--- src/sv/i2cm_pkg.sv ---
// shared types and constants for the i2c master memory access block
package i2cm_pkg;

    // bus phase of the transaction
    typedef enum logic [4:0] {
        ST_IDLE   = 5'd0,
        ST_START  = 5'd1,
        ST_DEVW   = 5'd2,
        ST_ADDRH  = 5'd3,
        ST_ADDRL  = 5'd4,
        ST_DATA   = 5'd5,
        ST_RSTART = 5'd6,
        ST_DEVR   = 5'd7,
        ST_RX     = 5'd8,
        ST_STOP   = 5'd9
    } phase_t;

    // configuration register indexes
    localparam int unsigned CFG_INDEX_W = 8;
    localparam logic [CFG_INDEX_W-1:0] REG_MEM_DEV = 8'd0;
    localparam logic [CFG_INDEX_W-1:0] REG_CLK_DEV = 8'd1;
    localparam int unsigned CFG_DATA_W = 8;

    localparam logic [6:0] MEM_DEV_RESET = 7'd80;
    localparam logic [6:0] CLK_DEV_RESET = 7'd81;

    // bit counter value of the acknowledge slot
    localparam logic [3:0] ACK_SLOT = 4'd8;

    // packed widths of the stream payloads
    localparam int unsigned S_TDATA_W = 48;
    localparam int unsigned M_TDATA_W = 16;

    typedef struct packed {
        logic [6:0] mem_dev;
        logic [6:0] clk_dev;
    } dev_addr_t;

    // one input item, unpacked
    typedef struct packed {
        logic        op;
        logic        device_select;
        logic        is_read;
        logic [14:0] mem_address;
        logic [7:0]  write_byte;
        logic [15:0] read_count;
        logic        sda_in;
    } in_item_t;

    // one result item
    typedef struct packed {
        logic       scl_level;
        logic       sda_release;
        logic       write_protect;
        logic       busy_res;
        logic       read_valid;
        logic [7:0] read_data;
        logic       read_last;
        logic       ack_missing;
    } result_t;

endpackage

--- src/sv/i2c_master_memory_access_top.sv ---
// top level of the i2c master memory access block
//
//  channel   dir  handshake              payload
//  s_        in   s_tvalid / s_tready    s_tuser = op, s_tdata = command and tick fields
//  m_        out  m_tvalid / m_tready    m_tuser = read_valid, m_tlast = read_last, m_tdata
//  cfg_      in   cfg_valid / cfg_ready  cfg_index, cfg_data (device addresses)
//
// one item per cycle: the state machine advances one step of a bus phase
// per accepted item and the result is registered in the same cycle
// the single result register is refilled while it is being taken, so stalls
// on the result side only hold the input side when the register is full and not taken
// reset (aresetn low, synchronous) returns the bus to idle and the addresses to defaults
module i2c_master_memory_access_top (
    input  logic                                aclk,
    input  logic                                aresetn,
    // input items
    input  logic                                s_tvalid,
    output logic                                s_tready,
    // device_select, is_read, mem_address, write_byte, read_count, sda_in, zero fill
    input  logic [i2cm_pkg::S_TDATA_W-1:0]      s_tdata,
    // op
    input  logic                                s_tuser,
    // result items
    output logic                                m_tvalid,
    input  logic                                m_tready,
    // scl_level, sda_release, write_protect, busy_res, read_data, ack_missing, zero fill
    output logic [i2cm_pkg::M_TDATA_W-1:0]      m_tdata,
    // read_valid
    output logic                                m_tuser,
    // read_last
    output logic                                m_tlast,
    // configuration writes
    input  logic                                cfg_valid,
    output logic                                cfg_ready,
    input  logic [i2cm_pkg::CFG_INDEX_W-1:0]    cfg_index,
    input  logic [i2cm_pkg::CFG_DATA_W-1:0]     cfg_data
);

    i2cm_pkg::in_item_t  item;
    i2cm_pkg::dev_addr_t dev_addr;
    i2cm_pkg::result_t   result;
    i2cm_pkg::result_t   result_reg;
    logic                m_valid_reg;
    logic                accept;

    // unpack the input item
    assign item.op            = s_tuser;
    assign item.device_select = s_tdata[0];
    assign item.is_read       = s_tdata[1];
    assign item.mem_address   = s_tdata[16:2];
    assign item.write_byte    = s_tdata[24:17];
    assign item.read_count    = s_tdata[40:25];
    assign item.sda_in        = s_tdata[41];

    // take a new item whenever the result register is free or being emptied
    assign s_tready = !m_valid_reg || m_tready;
    assign accept   = s_tvalid && s_tready;

    // configuration is always writable
    assign cfg_ready = 1'b1;

    i2cm_cfg u_cfg (
        .aclk     (aclk),
        .aresetn  (aresetn),
        .wr_en    (cfg_valid),
        .wr_index (cfg_index),
        .wr_data  (cfg_data),
        .dev_addr (dev_addr)
    );

    i2cm_phase u_phase (
        .aclk     (aclk),
        .aresetn  (aresetn),
        .accept   (accept),
        .item     (item),
        .dev_addr (dev_addr),
        .result   (result)
    );

    // result register
    always_ff @(posedge aclk) begin
        if (!aresetn) begin
            m_valid_reg <= 1'b0;
        end else if (accept) begin
            m_valid_reg <= 1'b1;
        end else if (m_tready) begin
            m_valid_reg <= 1'b0;
        end
    end

    // payload needs no reset
    always_ff @(posedge aclk) begin
        if (accept) begin
            result_reg <= result;
        end
    end

    assign m_tvalid = m_valid_reg;
    assign m_tuser  = result_reg.read_valid;
    assign m_tlast  = result_reg.read_last;
    assign m_tdata  = {3'b000,
                       result_reg.ack_missing,
                       result_reg.read_data,
                       result_reg.busy_res,
                       result_reg.write_protect,
                       result_reg.sda_release,
                       result_reg.scl_level};

endmodule

--- src/sv/i2cm_cfg.sv ---
// device address registers written through the configuration channel
module i2cm_cfg (
    input  logic                               aclk,
    input  logic                               aresetn,
    input  logic                               wr_en,
    input  logic [i2cm_pkg::CFG_INDEX_W-1:0]   wr_index,
    input  logic [i2cm_pkg::CFG_DATA_W-1:0]    wr_data,
    output i2cm_pkg::dev_addr_t                dev_addr
);

    logic [6:0] mem_dev_reg;
    logic [6:0] clk_dev_reg;

    always_ff @(posedge aclk) begin
        if (!aresetn) begin
            mem_dev_reg <= i2cm_pkg::MEM_DEV_RESET;
            clk_dev_reg <= i2cm_pkg::CLK_DEV_RESET;
        end else if (wr_en) begin
            // indexes beyond the list fall through untouched
            if (wr_index == i2cm_pkg::REG_MEM_DEV) begin
                mem_dev_reg <= wr_data[6:0];
            end
            if (wr_index == i2cm_pkg::REG_CLK_DEV) begin
                clk_dev_reg <= wr_data[6:0];
            end
        end
    end

    assign dev_addr.mem_dev = mem_dev_reg;
    assign dev_addr.clk_dev = clk_dev_reg;

endmodule

--- src/sv/i2cm_phase.sv ---
// transaction state machine: one step of a bus phase per accepted item
module i2cm_phase (
    input  logic                 aclk,
    input  logic                 aresetn,
    input  logic                 accept,
    input  i2cm_pkg::in_item_t   item,
    input  i2cm_pkg::dev_addr_t  dev_addr,
    output i2cm_pkg::result_t    result
);

    i2cm_pkg::phase_t state_reg, state_next;
    logic [3:0]  bit_cnt_reg, bit_cnt_next;
    logic [7:0]  shift_reg, shift_next;
    logic [15:0] bytes_left_reg, bytes_left_next;
    logic [14:0] addr_reg, addr_next;
    logic [9:0]  cmd_reg, cmd_next;
    logic        busy_reg, busy_next;
    logic [1:0]  quarter_reg, quarter_next;

    logic             do_enter;
    i2cm_pkg::phase_t enter_st;
    logic [6:0]       dev_sel_addr;
    logic             rv, rl, am;
    logic [7:0]       rd;
    logic [7:0]       shift_in;

    always_ff @(posedge aclk) begin
        if (!aresetn) begin
            state_reg      <= i2cm_pkg::ST_IDLE;
            bit_cnt_reg    <= '0;
            shift_reg      <= '0;
            bytes_left_reg <= '0;
            addr_reg       <= '0;
            cmd_reg        <= '0;
            busy_reg       <= 1'b0;
            quarter_reg    <= '0;
        end else if (accept) begin
            state_reg      <= state_next;
            bit_cnt_reg    <= bit_cnt_next;
            shift_reg      <= shift_next;
            bytes_left_reg <= bytes_left_next;
            addr_reg       <= addr_next;
            cmd_reg        <= cmd_next;
            busy_reg       <= busy_next;
            quarter_reg    <= quarter_next;
        end
    end

    always_comb begin
        state_next      = state_reg;
        bit_cnt_next    = bit_cnt_reg;
        shift_next      = shift_reg;
        bytes_left_next = bytes_left_reg;
        addr_next       = addr_reg;
        cmd_next        = cmd_reg;
        busy_next       = busy_reg;
        quarter_next    = quarter_reg;
        do_enter        = 1'b0;
        enter_st        = i2cm_pkg::ST_IDLE;
        rv              = 1'b0;
        rd              = '0;
        rl              = 1'b0;
        am              = 1'b0;
        shift_in        = {shift_reg[6:0], item.sda_in};

        if (item.op) begin
            if (!busy_reg) begin
                addr_next = item.mem_address;
                cmd_next  = {item.device_select, item.is_read, item.write_byte};
                if (item.is_read) begin
                    bytes_left_next = (item.read_count == '0) ? 16'd1 : item.read_count;
                end else begin
                    bytes_left_next = '0;
                end
                busy_next = 1'b1;
                do_enter  = 1'b1;
                enter_st  = i2cm_pkg::ST_START;
            end
        end else begin
            case (state_reg)
                i2cm_pkg::ST_IDLE: begin
                end
                i2cm_pkg::ST_START: begin
                    if (quarter_reg == 2'd0) begin
                        quarter_next = 2'd1;
                    end else begin
                        do_enter = 1'b1;
                        enter_st = i2cm_pkg::ST_DEVW;
                    end
                end
                i2cm_pkg::ST_RSTART: begin
                    if (quarter_reg < 2'd2) begin
                        quarter_next = quarter_reg + 2'd1;
                    end else begin
                        do_enter = 1'b1;
                        enter_st = i2cm_pkg::ST_DEVR;
                    end
                end
                i2cm_pkg::ST_STOP: begin
                    if (quarter_reg < 2'd2) begin
                        quarter_next = quarter_reg + 2'd1;
                    end else begin
                        state_next   = i2cm_pkg::ST_IDLE;
                        quarter_next = '0;
                        bit_cnt_next = '0;
                        busy_next    = 1'b0;
                    end
                end
                default: begin
                    // bit-level phases: scl low, then scl high
                    if (quarter_reg == 2'd0) begin
                        quarter_next = 2'd1;
                    end else if (!bit_cnt_reg[3]) begin
                        if (state_reg == i2cm_pkg::ST_RX) begin
                            shift_next = shift_in;
                        end
                        bit_cnt_next = bit_cnt_reg + 4'd1;
                        quarter_next = '0;
                        if (state_reg == i2cm_pkg::ST_RX && bit_cnt_reg == 4'd7) begin
                            rv = 1'b1;
                            rd = shift_in;
                            rl = (bytes_left_reg <= 16'd1);
                            if (bytes_left_reg != '0) begin
                                bytes_left_next = bytes_left_reg - 16'd1;
                            end
                        end
                    end else if (state_reg == i2cm_pkg::ST_RX) begin
                        do_enter = 1'b1;
                        enter_st = (bytes_left_reg != '0) ? i2cm_pkg::ST_RX
                                                           : i2cm_pkg::ST_STOP;
                    end else begin
                        am       = item.sda_in;
                        do_enter = 1'b1;
                        case (state_reg)
                            i2cm_pkg::ST_DEVW:  enter_st = cmd_reg[9] ? i2cm_pkg::ST_ADDRL
                                                                      : i2cm_pkg::ST_ADDRH;
                            i2cm_pkg::ST_ADDRH: enter_st = i2cm_pkg::ST_ADDRL;
                            i2cm_pkg::ST_ADDRL: enter_st = cmd_reg[8] ? i2cm_pkg::ST_RSTART
                                                                      : i2cm_pkg::ST_DATA;
                            i2cm_pkg::ST_DEVR:  enter_st = i2cm_pkg::ST_RX;
                            default:            enter_st = i2cm_pkg::ST_STOP;
                        endcase
                    end
                end
            endcase
        end

        // device address follows the latched select of the new command
        dev_sel_addr = cmd_next[9] ? dev_addr.clk_dev : dev_addr.mem_dev;

        if (do_enter) begin
            state_next   = enter_st;
            bit_cnt_next = '0;
            quarter_next = '0;
            case (enter_st)
                i2cm_pkg::ST_DEVW:  shift_next = {dev_sel_addr, 1'b0};
                i2cm_pkg::ST_DEVR:  shift_next = {dev_sel_addr, 1'b1};
                i2cm_pkg::ST_ADDRH: shift_next = {1'b0, addr_next[14:8]};
                i2cm_pkg::ST_ADDRL: shift_next = addr_next[7:0];
                i2cm_pkg::ST_DATA:  shift_next = cmd_next[7:0];
                i2cm_pkg::ST_RX:    shift_next = '0;
                default: begin
                end
            endcase
        end
    end

    // line levels of the phase now on the bus
    always_comb begin
        result.scl_level   = 1'b1;
        result.sda_release = 1'b1;
        case (state_next)
            i2cm_pkg::ST_START: begin
                result.scl_level   = 1'b1;
                result.sda_release = (quarter_next == 2'd0);
            end
            i2cm_pkg::ST_RSTART: begin
                result.scl_level   = (quarter_next != 2'd0);
                result.sda_release = (quarter_next != 2'd2);
            end
            i2cm_pkg::ST_STOP: begin
                result.scl_level   = (quarter_next != 2'd0);
                result.sda_release = (quarter_next == 2'd2);
            end
            i2cm_pkg::ST_DEVW, i2cm_pkg::ST_ADDRH, i2cm_pkg::ST_ADDRL,
            i2cm_pkg::ST_DATA, i2cm_pkg::ST_DEVR: begin
                result.scl_level   = quarter_next[0];
                result.sda_release = bit_cnt_next[3] ? 1'b1
                                                     : shift_next[~bit_cnt_next[2:0]];
            end
            i2cm_pkg::ST_RX: begin
                result.scl_level   = quarter_next[0];
                // master acks every byte but the last
                result.sda_release = bit_cnt_next[3] ? (bytes_left_next == '0) : 1'b1;
            end
            default: begin
                result.scl_level   = 1'b1;
                result.sda_release = 1'b1;
            end
        endcase

        result.write_protect = !(busy_next && cmd_next[9:8] == 2'b00);
        result.busy_res      = busy_next;
        result.read_valid    = rv;
        result.read_data     = rd;
        result.read_last     = rl;
        result.ack_missing   = am;
    end

endmodule

--- config.mk ---
export PLATFORM = sky130hd
export DESIGN_NAME = i2c_master_memory_access_top
export DESIGN_NICKNAME = d
export VERILOG_FILES = /design/src/sv/i2cm_pkg.sv /design/src/sv/i2c_master_memory_access_top.sv /design/src/sv/i2cm_cfg.sv /design/src/sv/i2cm_phase.sv
export SDC_FILE = /design/constraint.sdc
export NUM_CORES = 1
export LEC_CHECK = 0
export ABC_AREA = 1
export BUFFER_PORTS_ARGS = -buffer_cell sky130_fd_sc_hd__buf_2
export CAP_MARGIN = 20
export CORE_UTILIZATION = 35
export CTS_CLUSTER_DIAMETER = 120
export DETAILED_ROUTE_END_ITERATION = 7
export MAX_ROUTING_LAYER = met4
export PLACE_DENSITY = 0.68
export SLEW_MARGIN = 20
export SYNTH_ARGS = -nofsm -noshare
export SYNTH_HDL_FRONTEND = slang
export SYNTH_SLANG_ARGS = --single-unit
--- constraint.sdc ---
create_clock -name aclk -period 2.2 [get_ports aclk]
set_input_delay 0.22 -clock aclk [delete_from_list [all_inputs] [get_ports aclk]]
set_output_delay 0.22 -clock aclk [all_outputs]
set_load 0.02 [all_outputs]
# Yosys cells after proc, flatten, opt, wreduce, memory -nomap -nowiden
# Index checks and enable logic that the tools add are counted.
# totals
wordCells	149
output_inout_bits	21
regBits	91
# classes
n_mux	69
add_sub_neg	3
n_eq_ne	27
order_cmp	3
n_bitwise	3
n_reduce_logical	25
# op_table
cell	n
16-bit two-way mux	9
5-bit by 3-bit equality test with 1-bit output, second input constant	10
8-bit two-way mux	6
8-bit one-hot mux with 6 select lines	1
5-bit two-way mux	8
16-bit zero test	2
5-bit by 2-bit equality test with 1-bit output, second input constant	6
15-bit two-way mux	2
5-bit by 4-bit equality test with 1-bit output, second input constant	5
10-bit two-way mux	2
4-bit two-way mux	5
5-bit one-hot mux with 4 select lines	1
2-bit two-way mux	9
1-bit two-way mux	17
16-bit by 1-bit <= comparator with 1-bit output, second input constant	1
16-bit nonzero test	1
8-bit OR reduction	2
16-bit by 1-bit subtractor with 16-bit output, second input constant	1
5-bit one-hot mux with 3 select lines	1
5-bit by 1-bit equality test with 1-bit output, second input constant	2
2-bit one-hot mux with 5 select lines	1
8-bit by 1-bit equality test with 1-bit output, second input constant	1
8-bit zero test	1
2-bit one-hot mux with 4 select lines	1
26 further kinds	35

# Logic depth before layout (Yosys ltp)
# Gate-level depths: netlist of run 1.
# logic_depth
depth_word	14
depth_mapped	22
mapped_depth_nobuf	22

# Modules after synthesis
# From an unflattened synthesis of run 1, not the netlist that was laid out.
# unflattened
hier_cells	960
hier_area_um2	6172.2
# by_module_without_submodules
module	instances	area_each_um2	cells_per_inst
i2cm_phase	1	4984.8	842
i2cm_cfg	1	648.1	90
i2c_master_memory_access_top	1	539.3	28

# Least setup slack after synthesis of run 1
# Ideal clock, no wire load.
# synth_path
kind	register to register
from	register u_phase.quarter_reg[0]
to	register result_reg, in the netlist m_tdata[1] (data pin)
setup_slack_ns	-0.269
setup_ns	0.253
stages_incl_launch_ff	21
period_less_slack_ns	2.469
required_time_ns	1.947
arrival_ns	2.216
path_cell_list	dfxtp_1 -> inv_1 -> ha_1 -> nor2_1 -> nand2_1 -> inv_1 -> o21ai_0 -> nand2_1 -> nand3_2 -> nor2_2 -> nand2_1 -> nand2_2 -> nor2_4 -> nand3b_1 -> nand3_1 -> nand2_1 -> nand2_1 -> nand3_1 -> nand3_1 -> nand2_1 -> nand2_1
# synth_rtl
item	line_no	source
from (decl)	i2cm_phase.sv:18	logic [1:0] quarter_reg, quarter_next;
from (signal assigned)	i2cm_phase.sv:45	quarter_reg <= quarter_next;
to (signal assigned)	i2c_master_memory_access_top.sv:94	result_reg <= result;
to (decl)	i2c_master_memory_access_top.sv:42	i2cm_pkg::result_t result_reg;

==> results by group, run 1 <==
Status
  – Status: complete, but fails checks
  – Failing checks: setup timing

Hold path
  – Hold Path Stages: 3
  – Hold Path Class: in -> reg

Power and ir drop
  – Max IR drop VDD: 531.5 uV
  – Lkg Pwr: 3.844 nW
  – Tot Pwr: 4.975 mW
  – Pwr per Cell Area: 599.8 nW/um^2

Synthesis
  – Share of flip-flops with an asynchronous set or reset: 0%
  – Most frequent cell after synthesis: nand2_1
  – Synth cell count leaders: nand2_1, inv_1, nor2_1
  – Sequential-to-total area share from yosys stat: 34.38%
  – Synth top area share: 26.53%
  – Yosys warnings: 0
  – Synth unique cells: 47
  – Mean post-synth cell area: 6.772 um^2
  – Area contributors post-synth: dfxtp_1, nand2_1, o21ai_0
  – Syn Inst Count: 847
  – Post-synth EDFFs: 15
  – Top_reg_cell synth: dfxtp_1
  – Synth area leader: dfxtp_1
  – Area of the mapped netlist: 5736 um^2
  – Flops & latches, synth: 91

Worst setup path
  – Crit. End Element: flip-flop
  – Worst-path maximum fanout: 7
  – Worst Setup Start Kind: flip-flop
  – Required time of the critical path: 2.31 ns
  – Critical Path AT: 2.77 ns
  – Reg2Reg Depth: 19
  – CP Class: reg -> reg

Die
  – Rows: 46
  – Chip height: 130.0 um
  – Starting Density: 35.98%
  – Core Footprint: 15940 um^2
  – Die Wd: 130.0 um
  – Die area: 16900 um^2
  – Top-level I/O count: 91

Layout
  – Share of cells above drive strength 1: 35.23%
  – Area of the multi-input gates: 3581 um^2
  – Nets: 1145
  – Fin cells: 1289
  – Layout area overhead: 44.59%
  – Ant. Diodes: 0
  – Max reg flops: 16
  – FF/Latch Area: 1988 um^2
  – Design area: 8293 um^2
  – Layout fillers: 1546

Timing
  – Fmax: 0.3764 GHz
  – Slew Limit Fails: 0
  – Worst setup margin: -0.4567 ns
  – Max-slew headroom: 54.83%
  – Fin. Hold Viols: 0
  – Unrepaired setup endpoints after global routing: true
  – Final setup fails: 14
  – WHS: 0.09528 ns
  – Max Clock Skew: 0.01011 ns
  – Fin crit share: 120.8%
  – Slew @ Worst Pin: 0.6734 ns
  – Min cycle time layout: 2.657 ns

Global routing
  – Tot GR Track Use: 22.83%
  – Antenna violations before repair: 0
  – First-pass GRT wire length: 29.03 mm
  – Largest net degree at the start of global routing: 103
  – GRT overflow: 0
  – Vias in the first global route: 6047

Route
  – DR vias: 6468
  – DR WL/cell: 14.00 um
  – DRT Pass-1 Iters: 5
  – Via density per instance: 5.018
  – Detailed Route WL: 18.05 mm
  – DRC viols: 0
  – DRT iter0 DRCs: 358
  – Post-route antenna net violation count: 0

Clock tree
  – Root buf cell: clkbuf_16
  – CTS Hold Bufs: 0
  – TritonCTS Sinks: 91
  – Worst-path clk slew: 0.06 ns
  – CTS tree: done
  – Inserted Clock Buffers: 9
  – CTS max path bufs: 2
  – Worst skew pair latency: 0.35 ns
  – H-tree depth: 3

Place
  – Placement Setup Slack: -0.5307 ns
  – Placer Congestion: 0.9302
  – DP Cell Count: 1262
  – HPWL after detailed placement: 13.24 mm
  – # port buffers: 79
  – Dpl cell area: 7521 um^2

Flow run
  – Max Cap Viol: 0
[kinds of logic after synthesis]
kind of cell | count (synthesis) | synth area share (%)
simple gates | 358 | 28.18
mux | 20 | 3.490
fa+ha+maj | 7 | 1.527
other cells | 2 | 0.1309
buf+inv | 147 | 10.14
flops | 91 | 34.38
xor+xnor | 13 | 1.985
compound gates | 209 | 20.16
[critical path, stage by stage, from the launching register on]
cell	delay [ns]
dfxtp_2	0.34
nor2_4	0.21
buf_4	0.16
nand3_2	0.09
nand3_4	0.16
buf_6	0.13
nand3_4	0.08
nand2_2	0.10
a21oi_4	0.04
nor2_4	0.11
inv_2	0.08
o21ai_2	0.15
nand3_1	0.11
nor2_1	0.10
nand3_1	0.10
and2_4	0.19
nand3_2	0.07
nand2_1	0.05
nor2_1	0.09
nand2_1	0.05
[report_power, final]
part	internal (mW)	total (mW)	leakage, nW	switching [mW]
clock network	1.02	1.70	0.159	0.680
registers	1.80	1.86	0.777	0.0600
logic	0.627	1.41	2.91	0.784
[layout by cell type, fill, tap and decap left out, types with 7 or more instances in the layout]
cell       Yosys  final
nor3_1        14      8
nand3_1       63     43
o21ai_1        8     13
inv_1         98     90
clkbuf_16      0     10
nor2_2         3     17
nand3_2        4     19
o211ai_1      11     11
nor2_4         4     12
mux2i_1       20     20
nand4_1       12     12
edfxtp_1      15     15
buf_2          3     79
nor2_1        93     71
buf_4          5    157
nand2_2        4     11
xor2_1        12     12
dfxtp_2        0      7
nand2_1      135    123
a22oi_1        9      9
a21oi_1       71     67
buf_6          1      7
dfxtp_1       76     67
inv_2          9     16
o21ai_0       91     83
[final cells by class]
class                   instances  area share [%]
clock inverters                 2          0.4677
clock buffers                  14           3.440
repair buffers                246           20.65
well taps                     216           3.259
inverters                     109           5.024
multi-input cells             611           43.18
flip-flops and latches         91           23.97
[path summary, 6_finish.rpt]
check                                          start                    to  slack [ns]
worst max register to register  u_phase.state_reg[4]            m_tdata[1]       -0.46
worst min-delay path                     cfg_data[0]  u_cfg.clk_dev_reg[0]         0.1
worst min register to register  u_cfg.mem_dev_reg[4]  u_cfg.mem_dev_reg[4]        0.48
worst max-delay path            u_phase.state_reg[4]            m_tdata[1]       -0.46
[timing repair]
action                                  CTS  global route
cloned                                    0             0
gates resized for setup                  83            27
endpoints found under the setup margin   16            22
pin swaps                                29            13
setup buffers                             8             5
[stage by stage]
stage | utilization, % | TNS [ns]
finish | 52.02 | -2.415
global route | 52.02 | -4.275
CTS | 51.20 | -1.362
detailed placement | 47.17 | -3.579
global placement | 47.17 | -3.702
floorplan | - | -0.2751
[metal layers]
layer  track usage, %  vias up  routed length, um
li1                 -     3279                  -
met1            29.12     2983               8232
met2            35.64      166               8333
met3            3.116       40                885
met4            10.88        0                595
met5                -        -                  0
(Power assumes the default switching activity.)
==> inputs of run 2 (changes only) <==
--- a/config.mk
+++ b/config.mk
@@ -17,3 +17,4 @@
 export SYNTH_ARGS = -nofsm -noshare
 export SYNTH_HDL_FRONTEND = slang
 export SYNTH_SLANG_ARGS = --single-unit
+export TNS_END_PERCENT = 50
==> results by group, run 2 (synthesis results as in run 1) <==
Status
  – Status: complete, but fails checks
  – Failing checks: setup timing

Clock tree
  – CTS max path bufs: 2 (unchanged)
  – TritonCTS Sinks: 91 (unchanged)
  – Root buf cell: clkbuf_16
  – H-tree depth: 3 (unchanged)
  – CTS Hold Bufs: 0 (unchanged)
  – Worst-path clk slew: 0.07 ns (about the same)
  – Inserted Clock Buffers: 9 (unchanged)
  – Worst skew pair latency: 0.35 ns (about the same)
  – CTS tree: done

Layout
  – Layout area overhead: 47.86%
  – Commonest non-fill, non-tap cell in the layout: buf_4
  – Nets: 1147 (+0.17%)
  – Max reg flops: 16 (unchanged)
  – Share of cells above drive strength 1: 37.21% (+2.0 points)
  – Fin cells: 1291 (+0.16%)
  – Commonest non-fill, non-tap cells in the layout: buf_4, nand2_1, inv_1
  – Ant. Diodes: 0 (unchanged)

Worst setup path
  – Worst-path maximum fanout: 5 (-2)
  – CP Class: reg -> reg
  – Worst Setup Start Kind: flip-flop
  – Reg2reg start: u_phase.state_reg[0]
  – Crit. End Element: flip-flop
  – CP Cell Sequence: buf_6 > inv_4 > nor2_4 > nand3_4 > nand3_4 > buf_6 > nand3_4 > nand2_4 > a21oi_4 > nor2_4 > buf_6 > a31oi_4 > buf_6 > nand2_2 > nand2_2 > a21oi_2 > nor2_2 > nand3_2 > nand2_1 > nor2_1 > nand2_1
  – Worst path max stage delay: 0.37 ns (+0.03 ns)
  – Reg2Reg Depth: 21 (+2)
  – Worst R2R End: m_tdata[1]
  – Worst setup endpoint: m_tdata[1]
  – Required time of the critical path: 2.31 ns (about the same)
  – Slowest-stage cell, CP: dfxtp_4
  – R2r setup slk: -0.47 ns (about the same)
  – Critical Path AT: 2.78 ns (about the same)
  – Crit path from: u_phase.state_reg[0]
  – CP dominant cell by count: buf_6

Die
  – Die area: 16900 um^2 (unchanged)
  – Starting Density: 35.98% (unchanged)
  – Rows: 46 (unchanged)
  – Chip height: 130.0 um (unchanged)
  – Top-level I/O count: 91 (unchanged)
  – Die Wd: 130.0 um (unchanged)
  – Core Footprint: 15940 um^2 (unchanged)

Power and ir drop
  – Max IR drop VDD: 531.1 uV (about the same)
  – Tot Pwr: 5.058 mW (+1.7%)
  – Lkg Pwr: 3.889 nW (+1.2%)
  – Pwr per Cell Area: 596.5 nW/um^2 (-0.56%)

Timing
  – Unrepaired setup endpoints after global routing: true
  – Max-slew headroom: 56.81% (+2.0 points)
  – Max Clock Skew: 0.01006 ns (-0.00005120 ns)
  – Worst setup margin: -0.4658 ns (-0.009020 ns)
  – Final setup fails: 13 (-1)
  – Min cycle time layout: 2.666 ns (+0.009020 ns)
  – Fmax: 0.3751 GHz (-0.34%)
  – Slew Limit Fails: 0 (unchanged)
  – Fin. Hold Viols: 0 (unchanged)
  – Fin crit share: 121.2% (+0.41 points)
  – Setup TNS: -1.837 ns (+0.5780 ns)
  – Slew @ Worst Pin: 0.6438 ns (-0.02957 ns)

Route
  – Post-route antenna net violation count: 0 (unchanged)
  – DR WL/cell: 14.39 um (+2.8%)
  – DRT iter0 DRCs: 342 (-4.5%)
  – DRT Pass-1 Iters: 5 (unchanged)
  – DR vias: 6534 (+1.0%)
  – Detailed Route WL: 18.58 mm (+2.9%)
  – DRC viols: 0 (unchanged)
  – Via density per instance: 5.061 (+0.86%)

Place
  – DP Cell Count: 1262 (unchanged)
  – # port buffers: 79 (unchanged)
  – Placer Congestion: 0.9302 (unchanged)
  – HPWL after detailed placement: 13.24 mm (unchanged)

Global routing
  – Largest net degree at the start of global routing: 103 (unchanged)
  – First-pass GRT wire length: 29.09 mm (+0.21%)
  – GRT overflow: 0 (unchanged)
  – Antenna violations before repair: 0 (unchanged)
  – Vias in the first global route: 6049 (+0.033%)
  – Tot GR Track Use: 22.87% (+0.045 points)

Hold path
  – Hold Path Class: in -> reg
  – Hold Path Stages: 3 (unchanged)

Flow run
  – Max Cap Viol: 0 (unchanged)
## run 2: cell count changes in the layout (fill, tap and decap cells not counted), moves of 3 or more
cell	before	now
nor2_1	71	61
nor2_2	17	25
buf_6	7	12
buf_4	157	153
nand2_1	123	119
nand3_4	5	9
inv_1	90	87
## run 2: repair_timing
| action | CTS | global route |
|---|---|---|
| gates resized for setup | 80 | 72 |
| pin swaps | 27 | 56 |
| buffers inserted | 7 | 9 |
| setup endpoints to repair | 16 | 21 |
## run 2: worst min path at each step
stage / from / endpoint / slack [ns]
CTS: cfg_data[0] / u_cfg.clk_dev_reg[0] / 0.09
global route: cfg_data[0] / u_cfg.clk_dev_reg[0] / 0.11
finish: cfg_data[0] / u_cfg.clk_dev_reg[0] / 0.1
detailed placement: cfg_data[0] / u_cfg.clk_dev_reg[0] / 0.45
floorplan: cfg_data[0] / u_cfg.clk_dev_reg[0] / 0.33
global placement: cfg_data[0] / u_cfg.clk_dev_reg[0] / 0.45
## run 2: cell type report
type,instances,area [um^2]
Multi-Input combinational cell,611,3717
Sequential cell,91,1988
Timing Repair Buffer,248,1759
Clock buffer,14,285.3
Clock inverter,2,38.79
Tap cell,216,270.3
Fill cell,1513,7462
Inverter,109,421.7
## run 2: worst max-delay path, delay by kind of cell, from the launching register on
kind,cells,cell delay [ns]
and+or+nand+nor,13,1.19
DFF,1,0.37
buffers and inverters,5,0.55
AOI/OAI and AO/OA,3,0.31
## run 2: metrics by stage
stage,setup slack [ns],hold slack (ns),util [%],cell area (um^2)
floorplan,-0.1721,0.3332,-,5818
global placement,-0.5659,0.4476,47.17,7521
detailed placement,-0.5307,0.4475,47.17,7521
CTS,-0.3528,0.08557,51.11,8148
global route,-0.6183,0.1134,53.19,8481
finish,-0.4658,0.09833,53.19,8481
## run 2: routing by layer
layer	share of wire (%)	GRT usage, %
met5	0	-
met4	3.6	10.81
met3	3.6	2.870
met2	47	35.64
met1	46	29.43
## run 2: where the power goes
part	internal [mW]	leakage, nW	switching [mW]	total [mW]
clock network	1.02	0.159	0.682	1.70
logic	0.665	2.95	0.825	1.49
registers	1.80	0.777	0.0629	1.87
